$ cat src/sv/etfd_pkg.sv
// ----------------------------------------------------------------------------
// etfd_pkg
// Shared types, codes and scaling helpers for the engine telemetry decoder.
// ----------------------------------------------------------------------------
`default_nettype none

package etfd_pkg;

    localparam logic [7:0] START_BYTE = 8'hFF;
    localparam logic [7:0] KIND_ERROR_BYTE = 8'h00;
    localparam logic [7:0] KIND_INFO_BYTE = 8'h20;

    localparam logic [1:0] KIND_TELEMETRY = 2'd0;
    localparam logic [1:0] KIND_ERROR = 2'd1;
    localparam logic [1:0] KIND_INFO = 2'd2;

    // frame position: 0 waits for start, 1..5 next byte slot
    localparam logic [2:0] POS_IDLE = 3'd0;
    localparam logic [2:0] POS_KIND = 3'd1;
    localparam logic [2:0] POS_D1 = 3'd2;
    localparam logic [2:0] POS_D2 = 3'd3;
    localparam logic [2:0] POS_D3 = 3'd4;
    localparam logic [2:0] POS_LAST = 3'd5;

    // byte*K/255 split as byte*Whole + byte*Frac/255, K = 255*Whole + Frac
    localparam logic [5:0] MV_WHOLE = 6'd32;
    localparam logic [7:0] MV_FRAC = 8'd140;
    localparam logic [5:0] MAXRPM_WHOLE = 6'd36;
    localparam logic [7:0] MAXRPM_FRAC = 8'd120;
    localparam logic [13:0] MAXRPM_BASE_MV = 14'd7000;

    localparam logic [17:0] RPM_PER_COUNT = 18'd500;
    localparam logic [14:0] TEMP_PER_COUNT = 15'd46;
    localparam logic [14:0] TEMP_OFFSET = 15'd500;

    typedef struct packed {
        logic [7:0] kind;
        logic [7:0] d1;
        logic [7:0] d2;
        logic [7:0] d3;
        logic [7:0] d4;
    } frame_t;

    typedef struct packed {
        logic [5:0]         pad;
        logic               bldc_present;
        logic [13:0]        max_rpm_mv;
        logic [13:0]        battery_mv;
        logic [13:0]        idle_mv;
        logic [13:0]        output_mv;
        logic [7:0]         throttle_half_pct;
        logic signed [14:0] exhaust_temp_tenths;
        logic signed [17:0] rpm;
        logic [2:0]         error_code;
        logic [2:0]         engine_state;
        logic [1:0]         ops_mode;
    } out_data_t;

    // round(b*(255*whole+frac)/255); remainder part divided via (y+1+(y>>8))>>8
    function automatic logic [13:0] mv_scale(
        input logic [7:0] b,
        input logic [5:0] whole,
        input logic [7:0] frac
    );
        logic [15:0] y;
        logic [15:0] q;
        y = 16'({8'd0, b} * {8'd0, frac}) + 16'd127;
        q = (y + 16'd1 + (y >> 8)) >> 8;
        return 14'({6'd0, b} * {8'd0, whole}) + q[13:0];
    endfunction

endpackage

`default_nettype wire

$ cat src/sv/engine_telemetry_frame_decoder.sv
// ----------------------------------------------------------------------------
// engine_telemetry_frame_decoder
// Serial engine telemetry frames in, one decoded engine record per frame out.
// ----------------------------------------------------------------------------
// One received byte is taken per cycle. A 0xFF byte (re)starts a frame; the
// kind byte and four data bytes follow, and the record reaches the master
// side through the frame register, then decode into the record register.
// The record holds its values between frames; unknown mode, state or error
// codes keep the previous value. The byte input stalls only when a completed
// frame is waiting behind a record not yet taken.
// ----------------------------------------------------------------------------
`default_nettype none

module engine_telemetry_frame_decoder (
    input  wire logic          aclk,
    input  wire logic          aresetn,
    input  wire logic          s_tvalid,
    output logic               s_tready,
    input  wire logic [7:0]    s_tdata,   // [7:0] rx_byte
    output logic               m_tvalid,
    input  wire logic          m_tready,
    output logic [111:0]       m_tdata,   // ops_mode, engine_state, error_code, rpm,
                                          // exhaust_temp_tenths, throttle_half_pct,
                                          // output_mv, idle_mv, battery_mv,
                                          // max_rpm_mv, bldc_present, zero pad
    output logic [1:0]         m_tuser    // [1:0] frame_kind
);
    import etfd_pkg::*;

    frame_t    frame;
    logic      frame_valid;
    logic      frame_take;
    out_data_t m_data;

    etfd_framer u_framer (
        .aclk        (aclk),
        .aresetn     (aresetn),
        .s_tvalid    (s_tvalid),
        .s_tready    (s_tready),
        .s_tdata     (s_tdata),
        .frame       (frame),
        .frame_valid (frame_valid),
        .frame_take  (frame_take)
    );

    etfd_decode u_decode (
        .aclk        (aclk),
        .aresetn     (aresetn),
        .frame       (frame),
        .frame_valid (frame_valid),
        .frame_take  (frame_take),
        .m_tvalid    (m_tvalid),
        .m_tready    (m_tready),
        .m_kind      (m_tuser),
        .m_data      (m_data)
    );

    assign m_tdata = m_data;

endmodule

`default_nettype wire

$ cat src/sv/etfd_framer.sv
// ----------------------------------------------------------------------------
// etfd_framer
// Byte framing: start-byte sync, capture of kind and four data bytes.
// ----------------------------------------------------------------------------
`default_nettype none

module etfd_framer (
    input  wire logic            aclk,
    input  wire logic            aresetn,
    input  wire logic            s_tvalid,
    output logic                 s_tready,
    input  wire logic [7:0]      s_tdata,
    output etfd_pkg::frame_t     frame,
    output logic                 frame_valid,
    input  wire logic            frame_take
);
    import etfd_pkg::*;

    logic [2:0] pos_reg;
    logic       frame_valid_reg;
    logic [7:0] kind_reg;
    logic [7:0] d1_reg;
    logic [7:0] d2_reg;
    logic [7:0] d3_reg;
    frame_t     frame_reg;
    logic       accept;
    logic       is_start;
    logic       frame_done;

    assign s_tready = !frame_valid_reg || frame_take;
    assign accept = s_tvalid && s_tready;
    assign is_start = (s_tdata == START_BYTE);
    assign frame_done = accept && !is_start && (pos_reg == POS_LAST);

    always_ff @(posedge aclk) begin
        if (!aresetn) begin
            pos_reg <= POS_IDLE;
            frame_valid_reg <= 1'b0;
        end else begin
            if (frame_done) begin
                frame_valid_reg <= 1'b1;
            end else if (frame_take) begin
                frame_valid_reg <= 1'b0;
            end
            if (accept) begin
                if (is_start) begin
                    pos_reg <= POS_KIND;
                end else if (pos_reg == POS_LAST) begin
                    pos_reg <= POS_IDLE;
                end else if (pos_reg != POS_IDLE) begin
                    pos_reg <= pos_reg + 3'd1;
                end
            end
        end
    end

    always_ff @(posedge aclk) begin
        if (accept && !is_start) begin
            case (pos_reg)
                POS_KIND: kind_reg <= s_tdata;
                POS_D1:   d1_reg <= s_tdata;
                POS_D2:   d2_reg <= s_tdata;
                POS_D3:   d3_reg <= s_tdata;
                POS_LAST: begin
                    frame_reg <= '{kind: kind_reg, d1: d1_reg, d2: d2_reg,
                                   d3: d3_reg, d4: s_tdata};
                end
                default: ;
            endcase
        end
    end

    assign frame = frame_reg;
    assign frame_valid = frame_valid_reg;

endmodule

`default_nettype wire

$ cat src/sv/etfd_decode.sv
// ----------------------------------------------------------------------------
// etfd_decode
// Frame decode into the held engine record, which is the result register.
// ----------------------------------------------------------------------------
`default_nettype none

module etfd_decode (
    input  wire logic              aclk,
    input  wire logic              aresetn,
    input  wire etfd_pkg::frame_t  frame,
    input  wire logic              frame_valid,
    output logic                   frame_take,
    output logic                   m_tvalid,
    input  wire logic              m_tready,
    output logic [1:0]             m_kind,
    output etfd_pkg::out_data_t    m_data
);
    import etfd_pkg::*;

    logic       out_valid_reg;
    logic [1:0] kind_reg;
    out_data_t  held_reg;
    out_data_t  held_next;
    logic [1:0] kind_next;

    assign frame_take = frame_valid && (!out_valid_reg || m_tready);

    always_comb begin
        held_next = held_reg;
        held_next.pad = '0;
        kind_next = KIND_TELEMETRY;
        case (frame.kind)
            KIND_ERROR_BYTE: begin
                kind_next = KIND_ERROR;
                for (int k = 6; k >= 0; k--) begin
                    if (frame.d1[k]) begin
                        held_next.error_code = 3'(k + 1);
                    end
                end
                held_next.rpm = '1;
                held_next.exhaust_temp_tenths =
                    15'({7'd0, frame.d2} * TEMP_PER_COUNT) - TEMP_OFFSET;
                held_next.throttle_half_pct = frame.d3;
                held_next.output_mv = mv_scale(frame.d4, MV_WHOLE, MV_FRAC);
            end
            KIND_INFO_BYTE: begin
                kind_next = KIND_INFO;
                held_next.idle_mv = mv_scale(frame.d1, MV_WHOLE, MV_FRAC);
                held_next.battery_mv = mv_scale(frame.d2, MV_WHOLE, MV_FRAC);
                held_next.bldc_present = frame.d3[0];
                held_next.max_rpm_mv = MAXRPM_BASE_MV +
                    mv_scale(frame.d4, MAXRPM_WHOLE, MAXRPM_FRAC);
            end
            default: begin
                case (frame.kind[2:0])
                    3'd1:    held_next.ops_mode = 2'd1;
                    3'd2:    held_next.ops_mode = 2'd2;
                    3'd4:    held_next.ops_mode = 2'd3;
                    default: ;
                endcase
                case (frame.kind[7:3])
                    5'd1:    held_next.engine_state = 3'd1;
                    5'd2:    held_next.engine_state = 3'd2;
                    5'd4:    held_next.engine_state = 3'd3;
                    5'd8:    held_next.engine_state = 3'd4;
                    5'd12:   held_next.engine_state = 3'd5;
                    5'd28:   held_next.engine_state = 3'd6;
                    default: ;
                endcase
                held_next.rpm = 18'({10'd0, frame.d1} * RPM_PER_COUNT);
                held_next.exhaust_temp_tenths =
                    15'({7'd0, frame.d2} * TEMP_PER_COUNT) - TEMP_OFFSET;
                held_next.throttle_half_pct = frame.d3;
                held_next.output_mv = mv_scale(frame.d4, MV_WHOLE, MV_FRAC);
                held_next.error_code = 3'd0;
            end
        endcase
    end

    always_ff @(posedge aclk) begin
        if (!aresetn) begin
            out_valid_reg <= 1'b0;
            kind_reg <= KIND_TELEMETRY;
            held_reg <= '0;
        end else begin
            if (frame_take) begin
                out_valid_reg <= 1'b1;
                kind_reg <= kind_next;
                held_reg <= held_next;
            end else if (m_tready) begin
                out_valid_reg <= 1'b0;
            end
        end
    end

    assign m_tvalid = out_valid_reg;
    assign m_kind = kind_reg;
    assign m_data = held_reg;

endmodule

`default_nettype wire

$ cat config.mk
export PLATFORM = sky130hd
export DESIGN_NAME = engine_telemetry_frame_decoder
export DESIGN_NICKNAME = d
export VERILOG_FILES = /design/src/sv/etfd_pkg.sv /design/src/sv/engine_telemetry_frame_decoder.sv /design/src/sv/etfd_framer.sv /design/src/sv/etfd_decode.sv
export SDC_FILE = /design/constraint.sdc
export NUM_CORES = 1
export LEC_CHECK = 0
export ABC_AREA = 1
export ABC_CLOCK_PERIOD_IN_PS = 12650
export BUFFER_PORTS_ARGS = -buffer_cell sky130_fd_sc_hd__buf_2
export CAP_MARGIN = 10
export CORE_MARGIN = 1.5
export CORE_UTILIZATION = 40
export DETAILED_ROUTE_END_ITERATION = 16
export GPL_TIMING_DRIVEN = 0
export HOLD_SLACK_MARGIN = 0.12
export PLACE_DENSITY = 0.62
export SYNTH_ARGS = -nofsm -noshare
export SYNTH_HDL_FRONTEND = slang
export SYNTH_HIERARCHICAL = 1
export SYNTH_SLANG_ARGS = --single-unit
$ cat constraint.sdc
create_clock -name aclk -period 12.65 [get_ports aclk]
set_clock_uncertainty 0.15 [all_clocks]
set_input_delay 1.265 -clock aclk [delete_from_list [all_inputs] [get_ports aclk]]
set_output_delay 1.265 -clock aclk [all_outputs]
set_load 0.01 [all_outputs]
; ---- Word-level counts from Yosys, hierarchy flattened
; Cells that the tools add are included.
[totals]
register_bits = 185
input_bits = 12
output_inout_bits = 116
word_cells = 115
[classes]
n_addsub = 19
multipliers = 7
eq_ne = 17
mux = 18
n_bitwise = 2
n_reduce_logical = 28
[op_table]
columns = op, count
row1 = case mux 58 bit (2 select lines), 1
row2 = adder 16 x 1 -> 16 bit (second input constant), 4
row3 = adder 16 x 8 -> 16 bit, 4
row4 = adder 16 x 7 -> 16 bit (second input constant), 3
row5 = adder 13 x 8 -> 14 bit, 3
row6 = multiplier 8 x 6 -> 14 bit (second input constant), 3
row7 = 2-to-1 mux 3 bit, 10
row8 = multiplier 8 x 4 -> 12 bit (second input constant), 2
row9 = case mux 3 bit (6 select lines), 1
row10 = adder 15 x 7 -> 16 bit (second input constant), 1
row11 = AND reduction 2 bit, 8
row12 = multiplier 8 x 7 -> 15 bit (second input constant), 1
row13 = subtractor 14 x 9 -> 15 bit (second input constant), 1
row14 = adder 13 x 14 -> 14 bit (first input constant), 1
row15 = adder 14 x 8 -> 14 bit, 1
row16 = multiplier 8 x 5 -> 13 bit (second input constant), 1
row17 = equality test 5 x 4 -> 1 bit (second input constant), 2
row18 = equality test 3 x 2 -> 1 bit (second input constant), 3
row19 = equality test 3 bit (second input constant), 3
row20 = AND reduction 3 bit, 3
row21 = nonzero test 3 bit, 3
row22 = equality test 8 x 6 -> 1 bit (second input constant), 1
row23 = equality test 8 bit (second input constant), 1
row24 = logical NOT 8 bit, 1
row25 = 17 further kinds, 29

; ---- Depth between registers and ports, before layout
[depth]
ltp_word = 8
mapped_depth = 45
ltp_nobuf = 45

; ---- Modules after synthesis
; The synthesis kept the hierarchy.
[by_module_without_submodules]
columns = module, n_inst, cells_per_inst, area_per_inst_um2, seq_area_each_um2
row1 = etfd_decode, 1, 1753, 12580.8, 2122.0
row2 = etfd_framer, 1, 124, 2492.4, 2242.2

; ---- Worst setup path before layout
; No wires, ideal clock.
[synth_timing]
path_type = register to register
start = reg u_framer.frame_reg, in the netlist u_framer/frame[3]
end = reg u_decode.held_reg, in the netlist u_decode/m_data[104]
setup_time_ps = 114
arrival_time_ps = 5878
required_ps = 12386
path_slack_ps = 6508
stages_incl_launch_ff = 40
n_path_buf = 0
synth_period_minus_slack_ps = 6142
path_cell_list = edfxtp_1 > inv_1 > fa_1 > fa_1 > inv_1 > ha_1 > or2_1 > nand3_1 > nand2_1 > nand2_1 > nand2_1 > nor2_1 > nand3_1 > nand2_1 > inv_1 > ha_1 > a21oi_1 > inv_1 > [4 not listed] > nand3_1 > nand2_1 > ha_1 > inv_1 > ha_1 > fa_1 > a21oi_1 > o21ai_0 > nand3_1 > nand2_1 > nand2_1 > nand2_1 > a21oi_1 > inv_1 > a21oi_1 > xor2_1 > o21bai_1 > inv_1
[synth_between]
elab_chain_cells = 6
word_cells_on_any_way = 7
classes_between = add/sub (5) / mul (2)
[synth_rtl]
columns = item, line_no
row1 = "start, declared", etfd_framer.sv:25  ; frame_t frame_reg;
row2 = "start signal, assigned", etfd_framer.sv:65  ; frame_reg <= '{kind: kind_reg, d1: d1_reg, d2: d2_reg,
row3 = multiplier 8 x 4 -> 12 bit, etfd_pkg.sv:67  ; y = 16'({8'd0, b} * {8'd0, frac}) + 16'd127;
row4 = adder 15 x 7 -> 16 bit, etfd_pkg.sv:67
row5 = adder 16 x 1 -> 16 bit, etfd_pkg.sv:68  ; q = (y + 16'd1 + (y >> 8)) >> 8;
row6 = adder 16 x 8 -> 16 bit, etfd_pkg.sv:68
row7 = adder 14 x 8 -> 14 bit (*), etfd_pkg.sv:69  ; return 14'({6'd0, b} * {8'd0, whole}) + q[13:0];
row8 = adder 13 x 14 -> 14 bit (*), etfd_decode.sv:51  ; held_next.max_rpm_mv = MAXRPM_BASE_MV +
row9 = "end signal, assigned", etfd_decode.sv:89  ; held_reg <= held_next;
row10 = "end, declared", etfd_decode.sv:22  ; out_data_t held_reg;
; Mark *: on every way between the ends. The rest lies on a longest branch, timed or not.
; A chain may end at the register's enable or synchronous reset.

; ---- Worst setup path in the final report
; Same ends and word-level chain as after synthesis.

==> impl_metrics.py <==
metrics = {
    "setup_path": {
        "cp_slowest_cell": "edfxtp_1",
        "critPathMaxFanout": 9,
        "startpoint_type": "register",
        "crit_type": "reg2reg",
        "crit_arrival_ns": 7.24,
        "cp-end-kind": "register",
        "cp_common_cell": "nand2_1",
        "slowest_delay_ns": 0.69,
        "required_ns": 12.84,
    },
    "sta": {
        "min_period_ns": 7.06,
        "tightestPinTransition_ns": 1.19,
        "rsz0062_at_grt": "false",
        "fin_tns_setup_ns": 0,
        "finalHoldViolCount": 0,
        "finalMaxSlewViolations": 0,
        "holdWs_ns": 0.267,
        "slew_headroom_pct": 20.4,
        "max_freq_ghz": 0.142,
        "post-route-period-util_pct": 55.8,
        "setup_violations": 0,
    },
    "grt": {
        "grt_pass1_wl_um": 61500,
        "grt_max_degree": 26,
        "grt_usage_pct": 20.2,
        "grt_pass1_vias": 12200,
        "grt_overflow": 0,
        "antenna_found_initial": 0,
    },
    "finish": {
        "nNetsFinal": 2299,
        "drive_above_1_share_pct": 11.4,
        "areaGrowthSynthToFinish_pct": 12.4,
        "num_antenna_cells": 0,
        "fin_cells": 2541,
        "fill_cells": 3661,
        "postLayoutCellArea_um2": 16900,
        "largest_reg_flops": 103,
        "final_util_pct": 45.9,
    },
    "clock_tree": {
        "cts_max_level": 4,
        "insertion_delay_ns": 0.44,
        "cts_tree": "done",
        "numClockSinks": 182,
        "cts_buffer_depth": 2,
        "clkTransAtPathRegs_ns": 0.08,
        "cts_resized": 0,
        "post_cts_buffers": 0,
        "cts_inserted_buffers": 17,
        "holdBufCountCts": 0,
        "clock-root-buffer": "clkbuf_16",
    },
    "power_and_ir_drop": {
        "p_leak_nw": 8.76,
        "irDropWorstVdd_v": 0.0000941,
        "power_density_nw_per_um2": 72.4,
    },
    "detailed_routing": {
        "vias": 12500,
        "met3WireLength_um": 1810,
        "dr.first_iter.drc_count": 787,
        "wirelength_um": 38400,
        "wl_met1_um": 17600,
        "dr.max_layer_used": "met4",
        "drc": 0,
        "via_per_inst": 4.93,
        "dr.pass1.iters": 5,
        "drt-wirelength-per-cell_um": 15.1,
        "wl_met2_um": 18100,
        "ant_nets": 0,
    },
    "logic_synthesis": {
        "synthArstFlopShare_pct": 0,
        "muxShareOfSynthArea_pct": 0,
        "ys_seq_elements": 182,
        "synth_top_family_by_area": "adder cells",
        "netlist_instances": 1877,
        "synth_top_cell_by_area": "ha_1",
        "synth-simple-area-share_pct": 19.5,
        "synth_most_common_cell": "nand2_1",
        "synthAdderAreaFrac_pct": 24.9,
        "synth-edff-count": 72,
        "yosys_warnings": 6,
        "netlist_top_cells_count": "351 x nand2_1, 347 x inv_1, 201 x ha_1, 133 x nor2_1, 110 x dfxtp_1",
        "ys_seq_area_share_pct": 29.0,
        "ys.flop_type": "dfxtp_1",
        "synthTopCellsByArea": "ha_1 17%, dfxtp_1 15%, edfxtp_1 14%",
        "syn_area_um2": 15100,
        "synth_compound_area_share_pct": 10.2,
        "synthXorXnorAreaFrac_pct": 6.37,
        "synth.distinct_cells": 53,
        "yosys.area.top_type_share_pct": 16.7,
        "syn_avg_cell_area_um2": 8.03,
    },
    "floorplan": {
        "rows": 70,
        "start_util_pct": 40.9,
        "die_w_um": 197,
        "core-area_um2": 36900,
        "dieArea_um2": 38900,
        "die_h_um": 197,
        "pin_count": 128,
    },
    "placement": {
        "place_congestion": 0.891,
        "dp_cells": 2508,
        "place_area_um2": 16400,
        "io_buffers": 120,
        "dp_hpwl_um": 30900,
    },
    "outcome": {
        "status": "finished clean",
    },
    "min_path": {
        "hold_path_class": "reg2reg",
    },
    "flow_run": {
        "maxCapViolCount": 0,
    },
}
cells in the final DEF, fill, tap and decap left out, types with 5 or more instances in the layout:
| cell type | n |
|---|---|
| xnor2_2 | 5 |
| nor2_2 | 12 |
| a21oi_1 | 105 |
| buf_4 | 9 |
| inv_1 | 347 |
| o21a_1 | 8 |
| o21ai_0 | 87 |
| nand3b_1 | 12 |
| nand4_1 | 23 |
| clkbuf_1 | 22 |
| dfxtp_1 | 110 |
| a22o_1 | 12 |
| buf_2 | 125 |
| inv_2 | 10 |
| nand3_2 | 9 |
| xor2_2 | 5 |
| a32o_1 | 6 |
| ha_1 | 201 |
| fa_1 | 62 |
| a31oi_1 | 9 |
| o21bai_1 | 9 |
| nor3_1 | 8 |
| clkbuf_16 | 17 |
| nand2_2 | 7 |
| nor2_1 | 133 |
| nand2_1 | 351 |
| conb_1 | 7 |
| edfxtp_1 | 72 |
| xnor2_1 | 30 |
| nand3_1 | 101 |
| xor2_1 | 61 |
worst paths after layout:
check / startpoint / to / slack, ns / depth (start not counted)
hold / removal: u_framer/d1_reg[7] / u_framer/frame[31] / 0.27 / 0
setup / recovery: u_framer/frame[3] / u_decode/m_data[104] / 5.59 / 39
setup reg to reg: u_framer/frame[3] / u_decode/m_data[104] / 5.59 / 39
hold reg to reg: u_framer/d1_reg[7] / u_framer/frame[31] / 0.27 / 0
area by class of cell:
cell class | instances | area (um2) | share of cell area (%)
buffer | 33 | 163 | 0.960
clock buffer | 19 | 433 | 2.56
clock inverter | 13 | 140 | 0.827
inverter | 360 | 1350 | 7.99
multi-input combinational | 1308 | 9220 | 54.4
sequential | 182 | 4360 | 25.8
tap | 504 | 631 | 3.72
timing repair buffer | 122 | 633 | 3.74
cells by family after synthesis:
family                   count (synthesis)
XOR/XNOR                               101
buffers and inverters                  393
AO/OA/AOI/OAI                          264
adder cells (fa/ha/maj)                263
other                                    1
flip-flops                             182
AND/OR/NAND/NOR                        673
worst max-delay path: cells and delay by family (launching register included):
kind	cells	cell delay, ns
compound gates	7	1.08
flops	1	0.69
buf+inv	7	0.58
fa+ha+maj	7	2.58
xor+xnor	1	0.09
simple gates	17	1.80
through the flow:
stage / setup slack (ns) / power (mW)
after floorplan: 6.51 / 0.695
after CTS: 5.65 / 1.24
after global routing: 4.87 / 1.27
after global placement: 5.71 / 0.720
after detailed placement: 5.68 / 0.722
final: 5.59 / 1.23
report_power, final:
group	internal (mW)	switching [mW]
logic	0.0321	0.0616
registers	0.612	0.00308
clock network	0.262	0.255
total	0.906	0.320
layer usage:
| metal | up-vias | GRT usage (%) |
|---|---|---|
| met5 | - | 0 |
| met4 | 0 | 5.51 |
| met3 | 47 | 3.00 |
| met2 | 257 | 34.8 |
| met1 | 5864 | 26.3 |
| li1 | 6347 | - |
(Power assumes the default switching activity.)
